[config.mk]
export PLATFORM = sky130hd
export DESIGN_NAME = tpzp_ctrl
export DESIGN_NICKNAME = d
export VERILOG_FILES = /design/src/rtl/tpzp_pkg.sv /design/src/rtl/tpzp_ctrl.sv
export SDC_FILE = /design/constraint.sdc
export NUM_CORES = 1
export LEC_CHECK = 0
export BUFFER_PORTS_ARGS = -buffer_cell sky130_fd_sc_hd__buf_2
export CELL_PAD_IN_SITES_DETAIL_PLACEMENT = 0
export CELL_PAD_IN_SITES_GLOBAL_PLACEMENT = 1
export CORE_UTILIZATION = 36
export CTS_BUF_LIST = sky130_fd_sc_hd__clkbuf_4 sky130_fd_sc_hd__clkbuf_8 sky130_fd_sc_hd__clkbuf_16
export DETAILED_ROUTE_END_ITERATION = 8
export HOLD_SLACK_MARGIN = 0.15
export PLACE_DENSITY = 0.79
export SYNTH_ARGS = -nofsm -noshare
export SYNTH_HDL_FRONTEND = slang
export SYNTH_SLANG_ARGS = --single-unit
[constraint.sdc]
create_clock -name clk -period 2.1 [get_ports clk]
set_clock_uncertainty 0.2 [all_clocks]
set_input_delay 0.21 -clock clk [delete_from_list [all_inputs] [get_ports clk]]
set_output_delay 0.21 -clock clk [all_outputs]
set_load 0.005 [all_outputs]
[src/rtl/tpzp_pkg.sv]
// ----------------------------------------------------------------------------
// tpzp_pkg
// Shared types, constants and the shade table for the torus point plotter.
// ----------------------------------------------------------------------------
package tpzp_pkg;

  localparam int TRIG_W  = 16;
  localparam int CELL_W  = 11;
  localparam int CHAR_W  = 7;
  localparam int DEPTH_W = 16;
  localparam int VW      = 40;   // working value width
  localparam int MAW     = 36;   // multiplier operand a
  localparam int MBW     = 24;   // multiplier operand b
  localparam int PW      = MAW + MBW;
  localparam int DIVW    = 34;   // dividend / divisor width
  localparam int STEP_W  = 5;

  localparam logic [CHAR_W-1:0] SPACE_CODE = 7'd32;

  typedef enum logic [1:0] {
    OP_PLOT  = 2'd0,
    OP_CLEAR = 2'd1,
    OP_READ  = 2'd2,
    OP_NONE  = 2'd3
  } opcode_t;

  typedef enum logic [1:0] {
    FIN_ZERO  = 2'd0,
    FIN_PLOT  = 2'd1,
    FIN_CLEAR = 2'd2,
    FIN_READ  = 2'd3
  } fin_kind_t;

  // multiply steps of the plot sequence
  localparam logic [STEP_W-1:0] STEP_CH        = 5'd0;
  localparam logic [STEP_W-1:0] STEP_CD        = 5'd1;
  localparam logic [STEP_W-1:0] STEP_FE        = 5'd2;
  localparam logic [STEP_W-1:0] STEP_FG        = 5'd3;
  localparam logic [STEP_W-1:0] STEP_LH        = 5'd4;
  localparam logic [STEP_W-1:0] STEP_LD        = 5'd5;
  localparam logic [STEP_W-1:0] STEP_CHE       = 5'd6;
  localparam logic [STEP_W-1:0] STEP_CHG       = 5'd7;
  localparam logic [STEP_W-1:0] STEP_CDG       = 5'd8;
  localparam logic [STEP_W-1:0] STEP_CDE       = 5'd9;
  localparam logic [STEP_W-1:0] STEP_LDN       = 5'd10;
  localparam logic [STEP_W-1:0] STEP_LHM       = 5'd11;
  localparam logic [STEP_W-1:0] STEP_LHN       = 5'd12;
  localparam logic [STEP_W-1:0] STEP_TN        = 5'd13;
  localparam logic [STEP_W-1:0] STEP_TM        = 5'd14;
  localparam logic [STEP_W-1:0] STEP_FCDM      = 5'd15;
  localparam logic [STEP_W-1:0] STEP_DRAIN_A   = 5'd16;
  localparam logic [STEP_W-1:0] STEP_RDX       = 5'd17;
  localparam logic [STEP_W-1:0] STEP_RDY       = 5'd18;
  localparam logic [STEP_W-1:0] STEP_PX        = 5'd19;
  localparam logic [STEP_W-1:0] STEP_PY        = 5'd20;
  localparam logic [STEP_W-1:0] STEP_END       = 5'd22;
  localparam logic [STEP_W-1:0] STEP_DIV_START = STEP_CDG;

  localparam logic [2:0] REG_ROT_A_SINE   = 3'd0;
  localparam logic [2:0] REG_ROT_A_COSINE = 3'd1;
  localparam logic [2:0] REG_ROT_B_SINE   = 3'd2;
  localparam logic [2:0] REG_ROT_B_COSINE = 3'd3;
  localparam logic [2:0] REG_COL_OFFSET   = 3'd4;
  localparam logic [2:0] REG_COL_RADIUS   = 3'd5;
  localparam logic [2:0] REG_ROW_OFFSET   = 3'd6;
  localparam logic [2:0] REG_ROW_RADIUS   = 3'd7;

  typedef struct packed {
    logic signed [TRIG_W-1:0] a_sin;
    logic signed [TRIG_W-1:0] a_cos;
    logic signed [TRIG_W-1:0] b_sin;
    logic signed [TRIG_W-1:0] b_cos;
    logic [5:0]               col_off;
    logic [5:0]               col_rad;
    logic [4:0]               row_off;
    logic [4:0]               row_rad;
  } cfg_t;

  typedef struct packed {
    logic              load;
    logic              issue;
    logic [STEP_W-1:0] step;
    logic              div_start;
    logic              sweep;
    logic              rd;
    logic              fin;
    fin_kind_t         kind;
  } dp_cmd_t;

  typedef struct packed {
    logic den_pos;
    logic div_done;
    logic cell_ok;
    logic sweep_last;
    logic out_free;
  } dp_stat_t;

  function automatic logic [CHAR_W-1:0] shade_char(input logic [3:0] idx);
    logic [CHAR_W-1:0] ch;
    unique case (idx)
      4'd0:    ch = 7'd46;   // .
      4'd1:    ch = 7'd44;   // ,
      4'd2:    ch = 7'd45;   // -
      4'd3:    ch = 7'd126;  // ~
      4'd4:    ch = 7'd58;   // :
      4'd5:    ch = 7'd59;   // ;
      4'd6:    ch = 7'd61;   // =
      4'd7:    ch = 7'd33;   // !
      4'd8:    ch = 7'd42;   // *
      4'd9:    ch = 7'd35;   // #
      4'd10:   ch = 7'd36;   // $
      default: ch = 7'd64;   // @
    endcase
    return ch;
  endfunction

endpackage

[src/rtl/tpzp_ctrl.sv]
// ----------------------------------------------------------------------------
// tpzp_ctrl
// Sequencer for store sweep, plot multiply steps, divide wait and store access.
// ----------------------------------------------------------------------------
module tpzp_ctrl import tpzp_pkg::*; (
  input  logic     clk,
  input  logic     rst,
  input  logic     in_valid,
  input  opcode_t  in_opcode,
  output logic     in_ready,
  input  dp_stat_t stat,
  output dp_cmd_t  cmd
);

  typedef enum logic [5:0] {
    S_SWEEP = 6'b000001,
    S_IDLE  = 6'b000010,
    S_MUL   = 6'b000100,
    S_DIV   = 6'b001000,
    S_RD    = 6'b010000,
    S_FIN   = 6'b100000
  } state_t;

  state_t            state, state_next;
  logic [STEP_W-1:0] step, step_next;
  fin_kind_t         kind, kind_next;

  always_ff @(posedge clk) begin
    if (rst) begin
      state <= S_SWEEP;
      step  <= '0;
      kind  <= FIN_ZERO;
    end else begin
      state <= state_next;
      step  <= step_next;
      kind  <= kind_next;
    end
  end

  always_comb begin
    state_next = state;
    step_next  = step;
    kind_next  = kind;
    in_ready   = 1'b0;
    cmd        = '0;
    cmd.kind   = kind;
    cmd.step   = step;
    unique case (state)
      S_SWEEP: begin
        cmd.sweep = 1'b1;
        if (stat.sweep_last) begin
          state_next = S_IDLE;
        end
      end
      S_IDLE: begin
        in_ready = 1'b1;
        if (in_valid) begin
          cmd.load = 1'b1;
          unique case (in_opcode)
            OP_PLOT: begin
              step_next  = STEP_CH;
              state_next = S_MUL;
            end
            OP_CLEAR: begin
              kind_next  = FIN_CLEAR;
              state_next = S_RD;
            end
            OP_READ: begin
              kind_next  = FIN_READ;
              state_next = S_RD;
            end
            OP_NONE: begin
              kind_next  = FIN_ZERO;
              state_next = S_FIN;
            end
          endcase
        end
      end
      S_MUL: begin
        cmd.issue     = (step <= STEP_FCDM) || (step >= STEP_RDX && step <= STEP_PY);
        cmd.div_start = step == STEP_DIV_START;
        if (step == STEP_DRAIN_A) begin
          if (stat.den_pos) begin
            state_next = S_DIV;
          end else begin
            kind_next  = FIN_ZERO;
            state_next = S_FIN;
          end
        end else if (step == STEP_END) begin
          if (stat.cell_ok) begin
            kind_next  = FIN_PLOT;
            state_next = S_RD;
          end else begin
            kind_next  = FIN_ZERO;
            state_next = S_FIN;
          end
        end else begin
          step_next = step + 1'b1;
        end
      end
      S_DIV: begin
        if (stat.div_done) begin
          step_next  = STEP_RDX;
          state_next = S_MUL;
        end
      end
      S_RD: begin
        cmd.rd     = 1'b1;
        state_next = S_FIN;
      end
      S_FIN: begin
        if (stat.out_free) begin
          cmd.fin    = 1'b1;
          state_next = S_IDLE;
        end
      end
      default: state_next = S_SWEEP;
    endcase
  end

endmodule

==> summary.log <==
INFO  global_routing globalRouteOverflowTotal=0
INFO  place          io_buffers=23
INFO  final_layout   multi_input_area=970um^2
INFO  final_layout   nNetsFinal=222
INFO  final_layout   fillers=248
INFO  final_layout   final_core_utilization=64.3%
INFO  run_status     result_of_the_run=complete, but fails checks
INFO  global_routing grt_antenna_before_repair=0
INFO  sta            maxSlewViolCount=0
INFO  place          place_worst_setup_slack=-0.118ns
INFO  sta            worstMarginPinSlew=0.498ns
INFO  floorplanning  die_width=57.8um
INFO  final_layout   final_cell_mix=sky130_fd_sc_hd__buf_4 (38), sky130_fd_sc_hd__buf_2 (23), sky130_fd_sc_hd__ha_1 (10)
INFO  worst_setup_path crit_arrival=1.80ns
INFO  sta            max_freq=452MHz
INFO  sta            final_min_period_over_clock_period=105%
INFO  hold_path      hold_path.class=in2reg
INFO  final_layout   final_std_cells_w_o_fill=231
INFO  worst_setup_path startpoint_type_of_the_worst_setup_path=register
INFO  drt            drtPass1Iterations=6
INFO  sta            final-hold-violation-count=0
INFO  synth          synthesized_nets=155
INFO  floorplanning  design.die.area=0.00334mm^2
INFO  sta            maxSlewHeadroom=66.5%
INFO  drt            drc_violations=2
INFO  sta            worst_slack_setup_final=-0.114ns
INFO  final_layout   fraction_of_final_layout_cells_with_drive_strength_greater_than_1=54.0%
INFO  synth          ys_dominant_reg_cell=sky130_fd_sc_hd__dfxtp_1
INFO  synth          portion_of_the_post_synthesis_area_used_by_sequential_elements=23.2%
INFO  clock_network  tritoncts.num_buffers=3
INFO  synth          synth.yosys.warnings=0
INFO  clock_network  worst_skew_pair.late_latency=0.29ns
INFO  flow_run       max_capacitance_violation_count=0
INFO  synth          post_synth_num_cell_types=45
INFO  floorplanning  starting_utilization_of_the_core_area=39.3%
INFO  clock_network  tritoncts=yes
INFO  worst_setup_path worstPathRequired=1.69ns
INFO  sta            final_hold_slack=0.178ns
INFO  power          power_per_cell_area=764mW/mm^2
INFO  global_routing grt_first_pass_wirelength=5440um
INFO  floorplanning  placement_rows=19
INFO  floorplanning  floorplan.io_pins=24
INFO  clock_network  htreeDepth=1
INFO  drt            vias_per_cell=5.43
INFO  synth          synth_area=0.00112mm^2
INFO  worst_setup_path critical_path.max_fanout=4
INFO  synth          ys_async_sr_fraction=0%
INFO  drt            detailedRoute.firstIterationViolations=31
INFO  final_layout   regArea=265um^2
INFO  floorplanning  fp.dieH=57.8um
INFO  global_routing grtUsageTotal=20.9%
INFO  sta            final.setup.tns=-0.424ns
INFO  sta            timing.final.crit_period=2.21ns
INFO  clock_network  cts_root_buffer=sky130_fd_sc_hd__clkbuf_4
INFO  place          placedCellCount=212
INFO  power          power_leakage=0.813nW
INFO  run_status     violations=DRC, setup timing
INFO  final_layout   area_delta_synth_final=63.8%
INFO  synth          postSynthCellCount=134
INFO  sta            unrepaired_setup_endpoints_after_global_routing=yes
INFO  synth          postSynthAreaPerCell=8.36um^2
INFO  power          ir_drop=0.550mV
INFO  global_routing grt_pass1_vias=1217
INFO  final_layout   insertedDiodeCount=0
INFO  place          place_congestion=0.799
INFO  worst_setup_path crit_path_end_kind=primary output
INFO  global_routing grt_start_max_net_pins=12
INFO  sta            endpoints_failing_setup=10
INFO  clock_network  clk_sinks=13
INFO  clock_network  cts_max_path_bufs=2
INFO  drt            routed_wire_length_per_instance=14.6um
INFO  worst_setup_path crit_type=reg2out
INFO  floorplanning  core=0.00285mm^2
INFO  drt            route.final.wire_length=3370um
INFO  final_layout   layout.cells.most_common=sky130_fd_sc_hd__buf_4
INFO  clock_network  cts.reportedPaths.clkPinSlew=0.09ns
INFO  place          post-dp-hpwl=2410um
INFO  synth          synth-edff-count=0
INFO  drt            vias=1254
INFO  drt            ant_nets=0
INFO  synth          synth.ff_latch_count=13
## registers in the layout, indices dropped and copies added, names as in the netlist
signal  flops
step        5
state       6
kind        2
## cells in the mapped netlist, types with 2 or more instances
cell type / n / area [um^2]
sky130_fd_sc_hd__nand4_1: 2 / 12.5
sky130_fd_sc_hd__a2111oi_0: 2 / 17.5
sky130_fd_sc_hd__or4_1: 3 / 22.5
sky130_fd_sc_hd__buf_6: 2 / 22.5
sky130_fd_sc_hd__o31ai_1: 3 / 22.5
sky130_fd_sc_hd__a21oi_1: 10 / 50.1
sky130_fd_sc_hd__o21ai_0: 6 / 30.0
sky130_fd_sc_hd__mux2i_1: 2 / 20.0
sky130_fd_sc_hd__nor2b_1: 4 / 25.0
sky130_fd_sc_hd__buf_2: 2 / 10.0
sky130_fd_sc_hd__inv_1: 6 / 22.5
sky130_fd_sc_hd__a311oi_1: 2 / 17.5
sky130_fd_sc_hd__ha_1: 11 / 138
sky130_fd_sc_hd__or3_1: 2 / 12.5
sky130_fd_sc_hd__a211oi_1: 3 / 22.5
sky130_fd_sc_hd__nor3b_1: 3 / 22.5
sky130_fd_sc_hd__clkbuf_1: 4 / 15.0
sky130_fd_sc_hd__and3_1: 5 / 31.3
sky130_fd_sc_hd__nand2_1: 4 / 15.0
sky130_fd_sc_hd__nand3_1: 2 / 10.0
sky130_fd_sc_hd__nor3_1: 7 / 35.0
sky130_fd_sc_hd__nor4_1: 3 / 18.8
sky130_fd_sc_hd__nand2b_1: 5 / 31.3
sky130_fd_sc_hd__dfxtp_1: 13 / 260
sky130_fd_sc_hd__nor2_1: 8 / 30.0
## cells by family after synthesis
| kind of cell | after synthesis | share of synthesized area [%] |
|---|---|---|
| AND/OR/NAND/NOR | 56 | 29.8 |
| AO/OA/AOI/OAI | 35 | 24.0 |
| buffers and inverters | 14 | 6.26 |
| flip-flops | 13 | 23.2 |
| adder cells (fa/ha/maj) | 11 | 12.3 |
| multiplexers | 3 | 2.79 |
| XOR/XNOR | 2 | 1.56 |
## power by group
part           switching [mW]  internal, mW
clock network          0.0961        0.0869
registers              0.0264         0.286
logic                   0.419         0.486
total                   0.542         0.859
## per-layer routing
metal / up-vias / GRT usage [%] / part of all wire (%)
met4: 0 / 5.10 / 0.89
met1: 592 / 25.5 / 44
met3: 3 / 2.68 / 2.3
li1: 637 / - / -
met5: - / 0 / 0
met2: 22 / 38.7 / 52
## per-stage QoR
step                total power, mW  area [um^2]
finish                         1.40         1830
global placement              0.922         1480
detailed placement            0.931         1480
floorplan                     0.670         1120
global route                   1.49         1830
CTS                            1.32         1690
## path summary, 6_finish.rpt
| check | slack [ns] | start | cells past startpoint | end |
|---|---|---|---|---|
| worst min register to register | 0.26 | kind[1] | 2 | kind[1] |
| worst min-delay path | 0.18 | in_valid | 4 | state[1] |
| worst max-delay path | -0.11 | state[0] | 6 | cmd[5] |
| worst max register to register | -0.08 | state[0] | 6 | step[4] |
## layout make-up
type                       count  share of cell area, %
tap                           31                   2.11
clock buffer                   4                   1.64
inverter                       6                   1.23
timing repair buffer          70                   27.7
sequential                    13                   14.5
multi-input combinational    107                   52.9
## worst max-delay path, cell delays in order, from the launching register on
cell and delay [ns]:
sky130_fd_sc_hd__dfxtp_2 0.33, sky130_fd_sc_hd__or4_4 0.55, sky130_fd_sc_hd__buf_6 0.15, sky130_fd_sc_hd__nor2_4 0.10, sky130_fd_sc_hd__buf_6 0.11, sky130_fd_sc_hd__and4_1 0.16
sky130_fd_sc_hd__buf_2 0.10
## repair_timing
item,4_1_cts,5_1_grt
hold endpoints to repair,10,0
buffers inserted,8,6
gates resized for setup,28,19
hold buffers,2,0
pin swaps,14,5
setup endpoints to repair,13,14
(Power assumes the default switching activity.)
